File: config.mk
export PLATFORM = sky130hd
export DESIGN_NAME = pcm24_lsb_sync_crc_block_checker_unit
export DESIGN_NICKNAME = d
export VERILOG_FILES = /design/src/hdl/pcm24crc_pkg.sv /design/src/hdl/pcm24crc_in_reg.sv /design/src/hdl/pcm24crc_crc16.sv /design/src/hdl/pcm24crc_core.sv /design/src/hdl/pcm24_lsb_sync_crc_block_checker_unit.sv
export VERILOG_INCLUDE_DIRS = /design/src /design/src/hdl
export SDC_FILE = /design/constraint.sdc
export NUM_CORES = 1
export LEC_CHECK = 0
export ABC_CLOCK_PERIOD_IN_PS = 6700
export BUFFER_PORTS_ARGS = -buffer_cell sky130_fd_sc_hd__buf_2
export CORE_UTILIZATION = 50
export CTS_BUF_LIST = sky130_fd_sc_hd__clkbuf_8
export CTS_CLUSTER_DIAMETER = 100
export DETAILED_ROUTE_END_ITERATION = 10
export GPL_ROUTABILITY_DRIVEN = 1
export HOLD_SLACK_MARGIN = 0.05
export PLACE_DENSITY = 0.68
export SLEW_MARGIN = 30
export SYNTH_ARGS = -nofsm -noshare
export SYNTH_HDL_FRONTEND = slang
export SYNTH_HIERARCHICAL = 1
export SYNTH_SLANG_ARGS = --single-unit
File: constraint.sdc
create_clock -name i_clk -period 6.7 [get_ports i_clk]
set_input_delay 1.34 -clock i_clk [delete_from_list [all_inputs] [get_ports i_clk]]
set_output_delay 1.34 -clock i_clk [all_outputs]
set_load 0.01 [all_outputs]
File: src/hdl/pcm24_lsb_sync_crc_block_checker_unit_defines.svh
// assertion macros used by the checker core rtl
`ifndef PCM24_LSB_SYNC_CRC_BLOCK_CHECKER_UNIT_DEFINES_SVH
`define PCM24_LSB_SYNC_CRC_BLOCK_CHECKER_UNIT_DEFINES_SVH

`ifndef NO_ASSERTIONS
// checked on every rising clock edge outside reset
`define PCM24CRC_ASSERT(lbl, clk, rst_n, prop) \
    lbl: assert property (@(posedge clk) disable iff (!rst_n) (prop)) \
        else $error("pcm24crc assertion failed");
// checked on every rising clock edge, reset included
`define PCM24CRC_ASSERT_ALWAYS(lbl, clk, prop) \
    lbl: assert property (@(posedge clk) (prop)) \
        else $error("pcm24crc assertion failed");
`else
`define PCM24CRC_ASSERT(lbl, clk, rst_n, prop)
`define PCM24CRC_ASSERT_ALWAYS(lbl, clk, prop)
`endif

`endif

File: src/hdl/pcm24crc_pkg.sv
package pcm24crc_pkg;

    localparam int unsigned SAMPLE_W = 24;
    localparam int unsigned LEN_W    = 13;
    localparam int unsigned DEPTH_W  = 4;
    localparam int unsigned CRC_W    = 16;
    localparam int unsigned HDR_LEN  = 16;

    localparam int unsigned MAX_BLOCK_LENGTH_DEF = 4096;

    localparam logic [CRC_W-1:0]   CRC_POLY       = 16'h1021;
    localparam logic [7:0]         HDR_LOW_MASK   = 8'hFD;
    localparam logic [11:0]        RAW_LEN_SHORT  = 12'h3D0;
    localparam logic [LEN_W-1:0]   LEN_SHORT      = 13'd1000;
    localparam logic [LEN_W-1:0]   LEN_OFFSET     = 13'd16;
    localparam logic [DEPTH_W-1:0] DEPTH_CODE_LIM = 4'd12;
    localparam logic [DEPTH_W-1:0] DEPTH_BASE     = 4'd14;

    typedef enum logic [2:0] {
        ST_VALID        = 3'd0,
        ST_SYNC_MISSING = 3'd1,
        ST_BAD_DEPTH    = 3'd2,
        ST_RESERVED_SET = 3'd3,
        ST_CRC_MISMATCH = 3'd4,
        ST_ABORTED      = 3'd5
    } t_status;

    typedef struct packed {
        logic [SAMPLE_W-1:0] sample;
        logic                start_req;
    } t_in_item;

    typedef struct packed {
        logic [2:0]         status;
        logic [LEN_W-1:0]   block_length;
        logic [DEPTH_W-1:0] lsb_depth;
        logic [CRC_W-1:0]   stored_crc;
        logic [CRC_W-1:0]   computed_crc;
    } t_out_item;

endpackage

File: src/hdl/pcm24crc_in_reg.sv
module pcm24crc_in_reg (
    input  logic                  i_clk,
    input  logic                  i_rst_n,
    input  logic                  i_in_valid,
    output logic                  o_in_ready,
    input  pcm24crc_pkg::t_in_item i_in_data,
    output logic                  o_item_valid,
    output pcm24crc_pkg::t_in_item o_item,
    input  logic                  i_advance
);

    logic                   r_valid;
    pcm24crc_pkg::t_in_item r_item;

    // slot frees up when the held beat moves on this cycle
    assign o_in_ready   = !r_valid || i_advance;
    assign o_item_valid = r_valid;
    assign o_item       = r_item;

    always_ff @(posedge i_clk) begin
        if (!i_rst_n) begin
            r_valid <= 1'b0;
        end else if (o_in_ready) begin
            r_valid <= i_in_valid;
        end
    end

    always_ff @(posedge i_clk) begin
        if (i_in_valid && o_in_ready) begin
            r_item <= i_in_data;
        end
    end

endmodule

File: src/hdl/pcm24crc_crc16.sv
module pcm24crc_crc16 (
    input  logic [pcm24crc_pkg::CRC_W-1:0]    i_crc,
    input  logic [pcm24crc_pkg::SAMPLE_W-1:0] i_word,
    output logic [pcm24crc_pkg::CRC_W-1:0]    o_crc
);

    // msb-first crc over one byte
    function automatic logic [pcm24crc_pkg::CRC_W-1:0] crc_byte(
        input logic [pcm24crc_pkg::CRC_W-1:0] crc,
        input logic [7:0]                     data
    );
        logic [pcm24crc_pkg::CRC_W-1:0] c;
        c = crc ^ {data, 8'h00};
        for (int i = 0; i < 8; i++) begin
            if (c[pcm24crc_pkg::CRC_W-1]) begin
                c = {c[pcm24crc_pkg::CRC_W-2:0], 1'b0} ^ pcm24crc_pkg::CRC_POLY;
            end else begin
                c = {c[pcm24crc_pkg::CRC_W-2:0], 1'b0};
            end
        end
        return c;
    endfunction

    logic [pcm24crc_pkg::CRC_W-1:0] crc_b0;
    logic [pcm24crc_pkg::CRC_W-1:0] crc_b1;

    // low byte first
    assign crc_b0 = crc_byte(i_crc, i_word[7:0]);
    assign crc_b1 = crc_byte(crc_b0, i_word[15:8]);
    assign o_crc  = crc_byte(crc_b1, i_word[23:16]);

endmodule

File: src/hdl/pcm24crc_core.sv
`include "pcm24_lsb_sync_crc_block_checker_unit_defines.svh"

module pcm24crc_core #(
    parameter int unsigned MAX_BLOCK_LENGTH = pcm24crc_pkg::MAX_BLOCK_LENGTH_DEF
) (
    input  logic                    i_clk,
    input  logic                    i_rst_n,
    input  logic                    i_item_valid,
    input  pcm24crc_pkg::t_in_item  i_item,
    output logic                    o_advance,
    output logic                    o_out_valid,
    input  logic                    i_out_ready,
    output pcm24crc_pkg::t_out_item o_out_data
);

    localparam int unsigned LW = pcm24crc_pkg::LEN_W;
    localparam int unsigned DW = pcm24crc_pkg::DEPTH_W;
    localparam int unsigned CW = pcm24crc_pkg::CRC_W;
    localparam int unsigned HL = pcm24crc_pkg::HDR_LEN;
    localparam logic [LW-1:0] MAX_LEN   = LW'(MAX_BLOCK_LENGTH);
    localparam logic [LW-1:0] HDR_LAST  = LW'(HL - 1);
    localparam logic [LW-1:0] HDR_COUNT = LW'(HL);

    logic          r_open;
    logic [LW-1:0] r_count;
    logic [CW-1:0] r_crc;
    logic [HL-1:0] r_b1;
    logic [HL-1:0] r_b2;
    logic [LW-1:0] r_len;
    logic [DW-1:0] r_depth;
    logic          r_out_valid;
    pcm24crc_pkg::t_out_item r_out;

    logic          n_open;
    logic [LW-1:0] n_count;
    logic [CW-1:0] n_crc;
    logic [HL-1:0] n_b1;
    logic [HL-1:0] n_b2;
    logic [LW-1:0] n_len;
    logic [DW-1:0] n_depth;
    pcm24crc_pkg::t_out_item n_out;
    logic          emit;

    logic          fire;
    logic          start;
    logic [23:0]   s;
    logic          take;
    logic [LW-1:0] idx;
    logic [CW-1:0] crc_in;
    logic [LW-1:0] len_cur;
    logic [DW-1:0] depth_cur;
    logic          hdr;
    logic          last_hdr;
    logic          fail_sync;
    logic          fail_res;
    logic [7:0]    lo;
    logic [CW-1:0] crc_next;
    logic [LW-1:0] cnt_next;
    logic [HL-1:0] b1_sh;
    logic [HL-1:0] b2_sh;
    logic [11:0]   raw;
    logic [LW-1:0] len_dec;
    logic [LW-1:0] len_sat;
    logic [DW-1:0] code;
    logic          bad_depth;
    logic [LW-1:0] len_eff;
    logic [DW-1:0] depth_eff;
    logic          done;
    logic [CW-1:0] comp;

    assign fire      = i_item_valid && (!r_out_valid || i_out_ready);
    assign o_advance = fire;
    assign start     = i_item.start_req;
    assign s         = i_item.sample;

    // a start on an open block whose sample lacks sync drops the new block
    assign take      = start ? (!r_open || s[0]) : r_open;
    assign idx       = start ? '0 : r_count;
    assign crc_in    = start ? '0 : r_crc;
    assign len_cur   = start ? '0 : r_len;
    assign depth_cur = start ? '0 : r_depth;

    assign hdr       = (idx < HDR_COUNT);
    assign last_hdr  = (idx == HDR_LAST);
    assign fail_sync = hdr && !s[0];
    assign fail_res  = !hdr && (idx[3:0] == 4'd0) && s[0];

    assign lo = hdr ? (s[7:0] & pcm24crc_pkg::HDR_LOW_MASK) : s[7:0];

    pcm24crc_crc16 u_crc (
        .i_crc  (crc_in),
        .i_word ({s[23:8], lo}),
        .o_crc  (crc_next)
    );

    assign cnt_next = idx + LW'(1);
    assign b1_sh    = {r_b1[HL-2:0], s[1]};
    assign b2_sh    = {r_b2[HL-2:0], s[2]};

    // bit2 of header samples 0..7 form the raw length, sample 0 on top
    assign raw     = {b2_sh[HL-1:HL-8], 4'b0000};
    assign len_dec = (raw == pcm24crc_pkg::RAW_LEN_SHORT) ? pcm24crc_pkg::LEN_SHORT
                                                          : {1'b0, raw} + pcm24crc_pkg::LEN_OFFSET;
    assign len_sat = (len_dec > MAX_LEN) ? MAX_LEN : len_dec;

    // depth code from bit2 of samples 12..15
    assign code      = b2_sh[DW-1:0];
    assign bad_depth = (code >= pcm24crc_pkg::DEPTH_CODE_LIM);

    assign len_eff   = last_hdr ? len_sat : len_cur;
    assign depth_eff = last_hdr ? (pcm24crc_pkg::DEPTH_BASE - code) : depth_cur;
    assign done      = (idx >= HDR_LAST) && (cnt_next >= len_eff);
    assign comp      = ~crc_next;

    always_comb begin
        n_open  = r_open;
        n_count = r_count;
        n_crc   = r_crc;
        n_b1    = r_b1;
        n_b2    = r_b2;
        n_len   = r_len;
        n_depth = r_depth;
        n_out   = '0;
        emit    = 1'b0;
        if (fire) begin
            if (start && r_open) begin
                emit               = 1'b1;
                n_out.status       = pcm24crc_pkg::ST_ABORTED;
                n_out.block_length = r_len;
                n_out.lsb_depth    = r_depth;
                n_out.stored_crc   = (r_count >= HDR_COUNT) ? r_b1 : '0;
                n_open             = 1'b0;
            end
            if (take) begin
                n_open  = 1'b1;
                n_count = cnt_next;
                n_crc   = crc_next;
                n_len   = len_eff;
                n_depth = depth_eff;
                if (hdr) begin
                    n_b1 = b1_sh;
                    n_b2 = b2_sh;
                end
                if (fail_sync) begin
                    n_open = 1'b0;
                    if (!emit) begin
                        emit               = 1'b1;
                        n_out.status       = pcm24crc_pkg::ST_SYNC_MISSING;
                        n_out.block_length = len_cur;
                        n_out.lsb_depth    = depth_cur;
                    end
                end else if (fail_res) begin
                    n_open             = 1'b0;
                    emit               = 1'b1;
                    n_out.status       = pcm24crc_pkg::ST_RESERVED_SET;
                    n_out.block_length = len_cur;
                    n_out.lsb_depth    = depth_cur;
                    n_out.stored_crc   = r_b1;
                end else if (last_hdr && bad_depth) begin
                    n_open             = 1'b0;
                    emit               = 1'b1;
                    n_out.status       = pcm24crc_pkg::ST_BAD_DEPTH;
                    n_out.block_length = len_eff;
                    n_out.lsb_depth    = depth_cur;
                    n_out.stored_crc   = b1_sh;
                end else if (done) begin
                    n_open             = 1'b0;
                    emit               = 1'b1;
                    n_out.stored_crc   = last_hdr ? b1_sh : r_b1;
                    n_out.status       = (comp == n_out.stored_crc)
                                         ? pcm24crc_pkg::ST_VALID
                                         : pcm24crc_pkg::ST_CRC_MISMATCH;
                    n_out.block_length = len_eff;
                    n_out.lsb_depth    = depth_eff;
                    n_out.computed_crc = comp;
                end
            end
        end
    end

    always_ff @(posedge i_clk) begin
        if (!i_rst_n) begin
            r_open      <= 1'b0;
            r_count     <= '0;
            r_crc       <= '0;
            r_b1        <= '0;
            r_b2        <= '0;
            r_len       <= '0;
            r_depth     <= '0;
            r_out_valid <= 1'b0;
        end else begin
            r_open  <= n_open;
            r_count <= n_count;
            r_crc   <= n_crc;
            r_b1    <= n_b1;
            r_b2    <= n_b2;
            r_len   <= n_len;
            r_depth <= n_depth;
            if (fire && emit) begin
                r_out_valid <= 1'b1;
            end else if (i_out_ready) begin
                r_out_valid <= 1'b0;
            end
        end
    end

    always_ff @(posedge i_clk) begin
        if (fire && emit) begin
            r_out <= n_out;
        end
    end

    assign o_out_valid = r_out_valid;
    assign o_out_data  = r_out;

    `PCM24CRC_ASSERT(a_emit_shows, i_clk, i_rst_n, fire && emit |=> r_out_valid)
    `PCM24CRC_ASSERT(a_count_below_len, i_clk, i_rst_n, r_open && (r_count >= HDR_COUNT) |-> r_count < r_len)
    `PCM24CRC_ASSERT(a_len_range, i_clk, i_rst_n, r_open && (r_count >= HDR_COUNT) |-> (r_len >= HDR_COUNT) && (r_len <= MAX_LEN))
    `PCM24CRC_ASSERT(a_depth_range, i_clk, i_rst_n, r_open && (r_count >= HDR_COUNT) |-> (r_depth >= 4'd3) && (r_depth <= pcm24crc_pkg::DEPTH_BASE))
    `PCM24CRC_ASSERT(a_crc_only_final, i_clk, i_rst_n, r_out_valid && (r_out.status != pcm24crc_pkg::ST_VALID) && (r_out.status != pcm24crc_pkg::ST_CRC_MISMATCH) |-> r_out.computed_crc == '0)

endmodule

File: src/hdl/pcm24_lsb_sync_crc_block_checker_unit.sv
// framed block checker for a 24-bit pcm stream that carries a sync header and a
// crc-16 (polynomial 0x1021, zero start, inverted result) in the low bits of its
// samples. a beat with start_req set opens a candidate block; the first 16
// samples are the header (bit0 set, length in bit2 of samples 0..7, depth code in
// bit2 of samples 12..15, stored crc in bit1 of samples 0..15, msb first). one
// status beat comes out at the end of the block or at its first failure; an early
// start_req reports the open block as aborted. one input beat is accepted every
// clock cycle while the output side keeps up; a beat passes an input register and
// the combinational crc and header decode logic into the result register, which
// holds its status beat. throughput drops only while a finished status waits for
// i_out_ready, and a beat that gives no status still moves on in that case only
// once the waiting status is taken. there is no clearing pass after reset.
module pcm24_lsb_sync_crc_block_checker_unit #(
    parameter int unsigned MAX_BLOCK_LENGTH = pcm24crc_pkg::MAX_BLOCK_LENGTH_DEF
) (
    input  logic                    i_clk,
    input  logic                    i_rst_n,
    input  logic                    i_in_valid,
    output logic                    o_in_ready,
    input  pcm24crc_pkg::t_in_item  i_in_data,
    output logic                    o_out_valid,
    input  logic                    i_out_ready,
    output pcm24crc_pkg::t_out_item o_out_data
);

    // beat held between the input register and the check logic
    logic                   item_valid;
    pcm24crc_pkg::t_in_item item;
    // check logic takes the held beat this cycle
    logic                   advance;

    pcm24crc_in_reg u_in_reg (
        .i_clk        (i_clk),
        .i_rst_n      (i_rst_n),
        .i_in_valid   (i_in_valid),
        .o_in_ready   (o_in_ready),
        .i_in_data    (i_in_data),
        .o_item_valid (item_valid),
        .o_item       (item),
        .i_advance    (advance)
    );

    // block state, crc, header decode and the result register
    pcm24crc_core #(
        .MAX_BLOCK_LENGTH (MAX_BLOCK_LENGTH)
    ) u_core (
        .i_clk        (i_clk),
        .i_rst_n      (i_rst_n),
        .i_item_valid (item_valid),
        .i_item       (item),
        .o_advance    (advance),
        .o_out_valid  (o_out_valid),
        .i_out_ready  (i_out_ready),
        .o_out_data   (o_out_data)
    );

endmodule

==> impl_results.html, run 1 <==
<table>
<tr><th>Metric</th><th>Value</th></tr>
<tr><th colspan="2">Final layout</th></tr>
<tr><td>Post-layout net count</td><td>about 900</td></tr>
<tr><td>Register cell area after layout</td><td>0.003914 mm²</td></tr>
<tr><td>Area of the multi-input gates</td><td>between 0.004 and 0.005 mm²</td></tr>
<tr><td>Fin util</td><td>between 50 and 60%</td></tr>
<tr><td>Layout cells sized above 1</td><td>between 10% and 20%</td></tr>
<tr><td>Layout overhead on the synthesized area</td><td>11.90%</td></tr>
<tr><td>Post-route design area</td><td>between 0.009 and 0.01 mm²</td></tr>
<tr><td>Fill count</td><td>1393</td></tr>
<tr><td>Diode insertion count for antenna repair</td><td>0</td></tr>
<tr><th colspan="2">Setup path</th></tr>
<tr><td>Startpoint-to-endpoint class of the critical path</td><td>register to register</td></tr>
<tr><td>Req. time, crit path</td><td>approximately 7.1 ns</td></tr>
<tr><td>Depth of the worst register-to-register path</td><td>18</td></tr>
<tr><td>Slowest library cell on the worst path</td><td>a21o_1</td></tr>
<tr><td>Crit path capture type</td><td>register</td></tr>
<tr><td>Arrival time worst endpoint</td><td>approximately 5.6 ns</td></tr>
<tr><td>Cell-by-cell listing of the critical path</td><td>clkinv_1 &gt; nand2_1 &gt; inv_1 &gt; ha_1 &gt; and4b_1 &gt; and4_1 &gt; o21ai_0 &gt; nor3b_1 &gt; a21oi_1 &gt; ha_1 &gt; nand4_1 &gt; nor3_1 &gt; a2111oi_1 &gt; a21o_1 &gt; a21o_1 &gt; buf_12 &gt; nand3_1 &gt; o21ai_0</td></tr>
<tr><td>Crit path largest cell delay</td><td>a little over 0.7 ns</td></tr>
<tr><td>Critical path fanouts, max</td><td>40</td></tr>
<tr><td>Category of the worst setup path launch point</td><td>register</td></tr>
<tr><th colspan="2">Synthesis</th></tr>
<tr><td>Number of nets in the synthesized netlist</td><td>slightly above 800</td></tr>
<tr><td>Post-synthesis average cell area</td><td>around 11 µm²</td></tr>
<tr><td>Proportion of register bits with asynchronous set or reset after synthesis</td><td>0%</td></tr>
<tr><td>Dominant cell by count in the synthesized netlist</td><td>nand2_1</td></tr>
<tr><td>Mapped Area</td><td>slightly above 0.008 mm²</td></tr>
<tr><td>Synth area leader</td><td>edfxtp_1</td></tr>
<tr><td>Ys flop type</td><td>dfxtp_1</td></tr>
<tr><td>Largest cells by area after synthesis</td><td>edfxtp_1, dfxtp_1, xnor2_1</td></tr>
<tr><td>Number of enable-type register cells in the synthesized netlist</td><td>77</td></tr>
<tr><td>Count of synthesis-stage warnings from yosys</td><td>6</td></tr>
<tr><td>Cells after synthesis</td><td>roughly 780</td></tr>
<tr><td>Sequential element share of the synthesized area</td><td>a little under half</td></tr>
<tr><td>Top cells by count, synth</td><td>nand2_1, dfxtp_1, edfxtp_1</td></tr>
<tr><td>Number of distinct library cells after synthesis</td><td>between 60 and 70</td></tr>
<tr><td>Register bit count reported by yosys</td><td>157</td></tr>
<tr><td>Area fraction of the dominant cell type after synthesis</td><td>between 20 and 30%</td></tr>
<tr><th colspan="2">Clock network</th></tr>
<tr><td>Total number of clock tree sinks</td><td>~160</td></tr>
<tr><td>Resize count post-CTS</td><td>0</td></tr>
<tr><td>CTS max path bufs</td><td>2</td></tr>
<tr><td>Clock network latency to the later pin of the worst-skew pair</td><td>approximately 0.45 ns</td></tr>
<tr><td>TritonCTS Buffers</td><td>17</td></tr>
<tr><td>H-tree lvl count</td><td>4</td></tr>
<tr><td>Post-CTS setup repair buffer count</td><td>0</td></tr>
<tr><td>Clock tree root driver cell</td><td>clkbuf_8</td></tr>
<tr><td>CTS tree</td><td>built</td></tr>
<tr><td>Clock transition at path regs</td><td>about 0.08 ns</td></tr>
<tr><td>CTS Hold Bufs</td><td>0</td></tr>
<tr><th colspan="2">Power and ir drop</th></tr>
<tr><td>Peak supply drop</td><td>about 280 µV</td></tr>
<tr><td>Combinational share of power</td><td>48.3%</td></tr>
<tr><td>Portion of total power attributed to sequential cells</td><td>32.0%</td></tr>
<tr><td>Internal</td><td>2127 µW</td></tr>
<tr><td>Total net switching power</td><td>about 1300 µW</td></tr>
<tr><td>Cell Pwr Density</td><td>roughly 370 mW/mm²</td></tr>
<tr><td>Share of total power in the clock network</td><td>between 15 and 20%</td></tr>
<tr><td>Leakage power</td><td>about 0.0035 µW</td></tr>
<tr><td>Switching part of the total power</td><td>about two fifths</td></tr>
<tr><th colspan="2">Placed design</th></tr>
<tr><td>Gpl congestion</td><td>0.8754</td></tr>
<tr><td>Pre-CTS setup slack</td><td>approximately 1.5 ns</td></tr>
<tr><td>Placed instance area</td><td>between 0.008 and 0.009 mm²</td></tr>
<tr><td>Input/output buffers</td><td>82</td></tr>
<tr><td>Half-perimeter wire length after detailed placement</td><td>between 10 and 15 mm</td></tr>
<tr><th colspan="2">Timing</th></tr>
<tr><td>Worst hold margin</td><td>roughly 0.46 ns</td></tr>
<tr><td>Upper clock frequency limit</td><td>roughly 0.19 GHz</td></tr>
<tr><td>Total setup violations reported at the end of the flow</td><td>0</td></tr>
<tr><td>Setup TNS Final</td><td>0 ns</td></tr>
<tr><td>Transition time of the tightest slew-check pin</td><td>between 0.8 and 0.9 ns</td></tr>
<tr><td>Slew Viols, Final</td><td>0</td></tr>
<tr><td>Number of failing hold endpoints at the final stage</td><td>0</td></tr>
<tr><td>Final critical-path setup slack</td><td>approximately 1.4 ns</td></tr>
<tr><td>Final critical delay including setup and external delays</td><td>5.264 ns</td></tr>
<tr><td>Worst rel slew slack</td><td>about two fifths</td></tr>
<tr><td>Maximum clock skew at final layout</td><td>approximately 0.015 ns</td></tr>
<tr><td>Unrepaired setup endpoints after global routing</td><td>false</td></tr>
<tr><td>Fin crit share</td><td>just under 80%</td></tr>
<tr><th colspan="2">Status</th></tr>
<tr><td>Outcome</td><td>finished clean</td></tr>
<tr><th colspan="2">Route</th></tr>
<tr><td>Routed wire per std cell</td><td>17.05 µm</td></tr>
<tr><td>Number of vias after detailed routing</td><td>between 6000 and 7000</td></tr>
<tr><td>Pre-Repair DR Iteration Count</td><td>5</td></tr>
<tr><td>Violation count after the first detailed-routing iteration</td><td>509</td></tr>
<tr><td>Post-DR vias/cell</td><td>between 5 and 6</td></tr>
<tr><td>Total DRC errors in the routed layout</td><td>0</td></tr>
<tr><td>Final wirelength</td><td>roughly 19 mm</td></tr>
<tr><td>Post-route ant nets</td><td>0</td></tr>
<tr><th colspan="2">Floorplanning</th></tr>
<tr><td>Width of the die</td><td>130.6 µm</td></tr>
<tr><td>Die boundary height</td><td>130.6 µm</td></tr>
<tr><td>Effective utilization at floorplan</td><td>between 50% and 60%</td></tr>
<tr><td>DIE AREA</td><td>around 0.017 mm²</td></tr>
<tr><td>Core Footprint</td><td>about 0.016 mm²</td></tr>
<tr><td>Placement Rows</td><td>between 40 and 50</td></tr>
<tr><td>Total I/O pin count</td><td>slightly above 80</td></tr>
<tr><th colspan="2">Global routing</th></tr>
<tr><td>Vias in the first global route</td><td>5821</td></tr>
<tr><td>Largest net degree at the start of global routing</td><td>73</td></tr>
<tr><td>Number of antenna violations at the first check in global routing</td><td>0</td></tr>
<tr><td>First-pass GRT wire length</td><td>29.53 mm</td></tr>
<tr><td>Total gr overflow</td><td>0</td></tr>
<tr><td>Global Route Usage Sum</td><td>between 20% and 30%</td></tr>
<tr><th colspan="2">Flow run</th></tr>
<tr><td>Max-cap violations</td><td>0</td></tr>
<tr><th colspan="2">Hold path</th></tr>
<tr><td>Worst hold path stage count</td><td>2</td></tr>
<tr><td>Class of the most critical hold timing path</td><td>register to register</td></tr>
</table>
## power groups by stage
stage | Combinational (µW) | Clock, µW | Sequential (µW)
6_report | 1660 | 681 | 1100
3_3_place_gp | 1630 | 0 | 1120
2_1_floorplan | 1230 | 0 | 1110
5_1_grt | 1770 | 736 | 1110
4_1_cts | 1650 | 697 | 1100
3_5_place_dp | 1640 | 0 | 1120
## layer usage
metal / global-route usage [%] / vias up / part of all wire (%)
li1: - / 2954 / -
met2: 35.39 / 187 / 45
met1: 31.59 / 2913 / 48
met5: 0 / - / 0
met3: 4.397 / 22 / 5.7
met4: 8.114 / 0 / 1.5
## stage by stage
step / instances / power, µW
after floorplan: 783 / 2340
after global placement: 1054 / 2746
after detailed placement: 1054 / 2761
after CTS: 1086 / 3443
after global routing: 1086 / 3612
final: 1086 / 3442
## cells in the final DEF (no fill, tap or decap), types with 31 or more instances in the layout
cell type	count
nand2_1	97
buf_2	82
dfxtp_1	80
edfxtp_1	77
nor2_1	62
xnor2_1	49
mux2i_1	40
a21oi_1	35
o21ai_0	34
nand3_1	31
## worst paths after layout
| kind | slack (ns) | from | endpoint |
|---|---|---|---|
| max | 1.44 | u_in_reg/o_item[0] | u_core/r_crc[15] |
| min | 0.46 | u_core/r_crc[12] | u_core/r_crc[12] |
| max reg2reg | 1.44 | u_in_reg/o_item[0] | u_core/r_crc[15] |
| min reg2reg | 0.46 | u_core/r_crc[12] | u_core/r_crc[12] |
## sequential cells by signal (all words and copies together) (netlist names)
name and cells:
u_core/o_out_data 52, u_core/r_count 13, u_core/r_crc 16, u_in_reg/o_item 25
u_core/r_open 1, u_core/r_b2 15, u_core/r_b1 16, u_core/r_len 13
u_in_reg/o_item_valid 1, u_core/r_depth 4, u_core/o_out_valid 1
## kinds of logic (layout without fill, tap and decap cells)
kind of cell               after synthesis  count (layout)  share of synthesized area, %
buffers and inverters                   48             135                         2.586
muxes                                   46              46                         5.657
adders and majority gates               18              18                         2.723
xor gates and xnor gates                99              99                         14.28
and+or+nand+nor                        276             276                         16.46
DFF                                    157             157                         47.32
AOI/OAI and AO/OA                      139             139                         10.98
## worst max-delay path: cells and delay by family (launching register included)
family	cells	cell delay, ns
AND/OR/NAND/NOR	7	1.55
adder cells (fa/ha/maj)	2	0.52
buffers and inverters	3	0.56
AO/OA/AOI/OAI	6	2.11
flip-flops	1	0.43
## layout make-up
type                            instances  area share (%)
Tap cell                              216           2.920
Multi-Input combinational cell        578           44.94
Inverter                               13          0.5272
Timing Repair Buffer                   90           5.218
Sequential cell                       157           42.28
Clock inverter                         14           1.433
Clock buffer                           18           2.676
Power figures use the tool's default switching activity.
==> inputs of run 2 (changes only) <==
--- a/config.mk
+++ b/config.mk
@@ -6,7 +6,8 @@
 export SDC_FILE = /design/constraint.sdc
 export NUM_CORES = 1
 export LEC_CHECK = 0
-export ABC_CLOCK_PERIOD_IN_PS = 6700
+export ABC_AREA = 1
+export ABC_CLOCK_PERIOD_IN_PS = 4800
 export BUFFER_PORTS_ARGS = -buffer_cell sky130_fd_sc_hd__buf_2
 export CORE_UTILIZATION = 50
 export CTS_BUF_LIST = sky130_fd_sc_hd__clkbuf_8
@@ -14,7 +15,7 @@
 export DETAILED_ROUTE_END_ITERATION = 10
 export GPL_ROUTABILITY_DRIVEN = 1
 export HOLD_SLACK_MARGIN = 0.05
-export PLACE_DENSITY = 0.68
+export PLACE_DENSITY = 0.67
 export SLEW_MARGIN = 30
 export SYNTH_ARGS = -nofsm -noshare
 export SYNTH_HDL_FRONTEND = slang
==> constraint.sdc (replaced) <==
create_clock -name i_clk -period 4.8 [get_ports i_clk]
set_input_delay 0.96 -clock i_clk [delete_from_list [all_inputs] [get_ports i_clk]]
set_output_delay 0.96 -clock i_clk [all_outputs]
set_load 0.01 [all_outputs]
==> impl_results.html, run 2 <==
<table>
<tr><th>Metric</th><th>Value</th></tr>
<tr><th colspan="2">Final layout</th></tr>
<tr><td>Max FFs per register</td><td>52</td></tr>
<tr><td>Register cell area after layout</td><td>~0.0039 mm²</td></tr>
<tr><td>Post-layout net count</td><td>about 1600</td></tr>
<tr><td>Most common cell after layout, fill and taps aside</td><td>nand2_1</td></tr>
<tr><td>Area of the multi-input gates</td><td>0.005326 mm²</td></tr>
<tr><td>Fill count</td><td>about 2000</td></tr>
<tr><td>Diode insertion count for antenna repair</td><td>0</td></tr>
<tr><td>Most used cells in the layout excluding fill and tap cells</td><td>nand2_1, inv_1, o21ai_0</td></tr>
<tr><td>Layout overhead on the synthesized area</td><td>10.83%</td></tr>
<tr><td>Layout cells sized above 1</td><td>around an eighth</td></tr>
<tr><th colspan="2">Clock network</th></tr>
<tr><td>Resize count post-CTS</td><td>0</td></tr>
<tr><td>Clock transition at path regs</td><td>about 0.08 ns</td></tr>
<tr><td>Post-CTS setup repair buffer count</td><td>0</td></tr>
<tr><td>H-tree lvl count</td><td>4</td></tr>
<tr><td>CTS tree</td><td>built</td></tr>
<tr><td>Clock network latency to the later pin of the worst-skew pair</td><td>approximately 0.47 ns</td></tr>
<tr><td>Clock tree root driver cell</td><td>clkbuf_8</td></tr>
<tr><td>CTS max path bufs</td><td>2</td></tr>
<tr><td>CTS Hold Bufs</td><td>0</td></tr>
<tr><td>Total number of clock tree sinks</td><td>157</td></tr>
<tr><td>TritonCTS Buffers</td><td>17</td></tr>
<tr><th colspan="2">Setup path</th></tr>
<tr><td>Worst setup path startpoint</td><td>u_in_reg/o_item[0]</td></tr>
<tr><td>Cell with the most instances on the worst path</td><td>nand2_1</td></tr>
<tr><td>Category of the worst setup path launch point</td><td>register</td></tr>
<tr><td>Launch instance of the worst register-to-register path</td><td>u_in_reg/o_item[0]</td></tr>
<tr><td>Crit path largest cell delay</td><td>around 0.46 ns</td></tr>
<tr><td>Slowest library cell on the worst path</td><td>edfxtp_1</td></tr>
<tr><td>Crit path capture type</td><td>register</td></tr>
<tr><td>Critical path fanouts, max</td><td>28</td></tr>
<tr><td>Req. time, crit path</td><td>between 4 and 5 ns</td></tr>
<tr><td>Arrival time worst endpoint</td><td>between 4 and 5 ns</td></tr>
<tr><td>Startpoint-to-endpoint class of the critical path</td><td>register to register</td></tr>
<tr><th colspan="2">Synthesis</th></tr>
<tr><td>Number of enable-type register cells in the synthesized netlist</td><td>77</td></tr>
<tr><td>Largest cells by area after synthesis</td><td>edfxtp_1, dfxtp_1, nand2_1</td></tr>
<tr><td>Ys flop type</td><td>dfxtp_1</td></tr>
<tr><td>Cells after synthesis</td><td>between 1500 and 2000</td></tr>
<tr><td>Sequential element share of the synthesized area</td><td>about two fifths</td></tr>
<tr><td>Number of distinct library cells after synthesis</td><td>45</td></tr>
<tr><td>Number of nets in the synthesized netlist</td><td>1552</td></tr>
<tr><td>Count of synthesis-stage warnings from yosys</td><td>6</td></tr>
<tr><td>Synth area leader</td><td>edfxtp_1</td></tr>
<tr><td>Top cells by count, synth</td><td>nand2_1, inv_1, o21ai_0</td></tr>
<tr><td>Area fraction of the dominant cell type after synthesis</td><td>~22%</td></tr>
<tr><td>Dominant cell by count in the synthesized netlist</td><td>nand2_1</td></tr>
<tr><td>Register bit count reported by yosys</td><td>roughly 160</td></tr>
<tr><td>Post-synthesis average cell area</td><td>around 6.8 µm²</td></tr>
<tr><td>Mapped Area</td><td>just over 0.01 mm²</td></tr>
<tr><td>Proportion of register bits with asynchronous set or reset after synthesis</td><td>0%</td></tr>
<tr><th colspan="2">Route</th></tr>
<tr><td>Routed wire per std cell</td><td>about 15 µm</td></tr>
<tr><td>Post-DR vias/cell</td><td>roughly 5.4</td></tr>
<tr><td>Violation count after the first detailed-routing iteration</td><td>about 930</td></tr>
<tr><td>Total DRC errors in the routed layout</td><td>0</td></tr>
<tr><td>Pre-Repair DR Iteration Count</td><td>6</td></tr>
<tr><td>Post-route ant nets</td><td>0</td></tr>
<tr><td>Final wirelength</td><td>between 20 and 30 mm</td></tr>
<tr><td>Number of vias after detailed routing</td><td>about 10000</td></tr>
<tr><th colspan="2">Global routing</th></tr>
<tr><td>Global Route Usage Sum</td><td>27.36%</td></tr>
<tr><td>Number of antenna violations at the first check in global routing</td><td>1</td></tr>
<tr><td>First-pass GRT wire length</td><td>~46 mm</td></tr>
<tr><td>Total gr overflow</td><td>0</td></tr>
<tr><td>Largest net degree at the start of global routing</td><td>69</td></tr>
<tr><td>Vias in the first global route</td><td>between 8000 and 9000</td></tr>
<tr><th colspan="2">Floorplanning</th></tr>
<tr><td>Placement Rows</td><td>52</td></tr>
<tr><td>DIE AREA</td><td>around 0.021 mm²</td></tr>
<tr><td>Effective utilization at floorplan</td><td>between 50 and 60%</td></tr>
<tr><td>Width of the die</td><td>approximately 150 µm</td></tr>
<tr><td>Total I/O pin count</td><td>83</td></tr>
<tr><td>Core Footprint</td><td>0.02017 mm²</td></tr>
<tr><td>Die boundary height</td><td>~150 µm</td></tr>
<tr><th colspan="2">Timing</th></tr>
<tr><td>Final critical delay including setup and external delays</td><td>between 4 and 5 ns</td></tr>
<tr><td>Total setup violations reported at the end of the flow</td><td>0</td></tr>
<tr><td>Slew Viols, Final</td><td>0</td></tr>
<tr><td>Unrepaired setup endpoints after global routing</td><td>false</td></tr>
<tr><td>Transition time of the tightest slew-check pin</td><td>0.7484 ns</td></tr>
<tr><td>Upper clock frequency limit</td><td>about 0.24 GHz</td></tr>
<tr><td>Setup TNS Final</td><td>0 ns</td></tr>
<tr><td>Fin crit share</td><td>around 87%</td></tr>
<tr><td>Maximum clock skew at final layout</td><td>about 0.016 ns</td></tr>
<tr><td>Worst rel slew slack</td><td>roughly 50%</td></tr>
<tr><td>Number of failing hold endpoints at the final stage</td><td>0</td></tr>
<tr><th colspan="2">Power and ir drop</th></tr>
<tr><td>Leakage power</td><td>0.005172 µW</td></tr>
<tr><td>Peak supply drop</td><td>174.0 µV</td></tr>
<tr><td>Cell Pwr Density</td><td>335.6 mW/mm²</td></tr>
<tr><td>Total power consumption of the routed design</td><td>3822 µW</td></tr>
<tr><th colspan="2">Hold path</th></tr>
<tr><td>Hold path startpoint</td><td>u_core/r_crc[4]</td></tr>
<tr><td>Class of the most critical hold timing path</td><td>register to register</td></tr>
<tr><th colspan="2">Status</th></tr>
<tr><td>Outcome</td><td>finished clean</td></tr>
<tr><th colspan="2">Flow run</th></tr>
<tr><td>Max-cap violations</td><td>0</td></tr>
<tr><th colspan="2">Placed design</th></tr>
<tr><td>Input/output buffers</td><td>82</td></tr>
<tr><td>Half-perimeter wire length after detailed placement</td><td>20.33 mm</td></tr>
<tr><td>Gpl congestion</td><td>between 0.9 and 1</td></tr>
</table>
run 2: cell type report:
| type | count | share of cell area [%] |
|---|---|---|
| Clock buffer | 18 | 2.175 |
| Timing Repair Buffer | 116 | 5.953 |
| Tap cell | 270 | 2.966 |
| Clock inverter | 14 | 1.131 |
| Inverter | 201 | 6.656 |
| Sequential cell | 157 | 34.36 |
| Multi-Input combinational cell | 1085 | 46.76 |
run 2: final timing paths:
path                               end  slack (ns)  cells after the start
setup / recovery  u_core/o_out_data[4]        0.61                     25
hold reg to reg        u_core/r_crc[4]        0.46                      2
setup reg to reg  u_core/o_out_data[4]        0.61                     25
hold / removal         u_core/r_crc[4]        0.46                      2
run 2: cell families (layout without fill, tap and decap cells):
logic type      after synthesis  count (layout)  share of synthesized area [%]
fa+ha+maj                    18              18                          2.191
buf+inv                     263             349                          10.15
compound gates              312             312                          16.11
xor+xnor                     36              36                          3.141
simple gates                719             719                          30.33
flops                       157             157                          38.08
run 2: worst max-delay path: cells and delay by family (launching register included):
family	cells	cell delay, ns
compound gates	1	0.06
xor+xnor	1	0.26
fa+ha+maj	1	0.28
buf+inv	6	0.87
flops	1	0.46
simple gates	16	1.89
run 2: metal layers:
metal / global-route usage (%) / routed length (µm) / vias up
li1: - / - / 5056
met1: 39.84 / 13300 / 4508
met2: 41.49 / 12160 / 415
met3: 4.702 / 2124 / 33
met4: 8.158 / 440 / 0
met5: 0 / 0 / -
run 2: metrics by stage:
stage | cell area (µm²) | cells | setup WS [ns] | hold slack (ns) | util (%)
2_1_floorplan | 10280 | 1505 | 0.02464 | 0.4303 | -
3_3_place_gp | 11010 | 1829 | 0.7195 | 0.4442 | 54.61
3_5_place_dp | 11010 | 1829 | 0.6712 | 0.4478 | 54.61
4_1_cts | 11390 | 1861 | 0.6366 | 0.4611 | 56.48
5_1_grt | 11390 | 1861 | 0.2109 | 0.4808 | 56.48
6_report | 11390 | 1861 | 0.6105 | 0.4621 | 56.48
run 2: power breakdown:
group          leakage (µW)  internal, µW  switching, µW
combinational       0.00362           395            882
clock              0.000197           466            516
sequential          0.00135          1500           60.9
total               0.00517          2360           1460
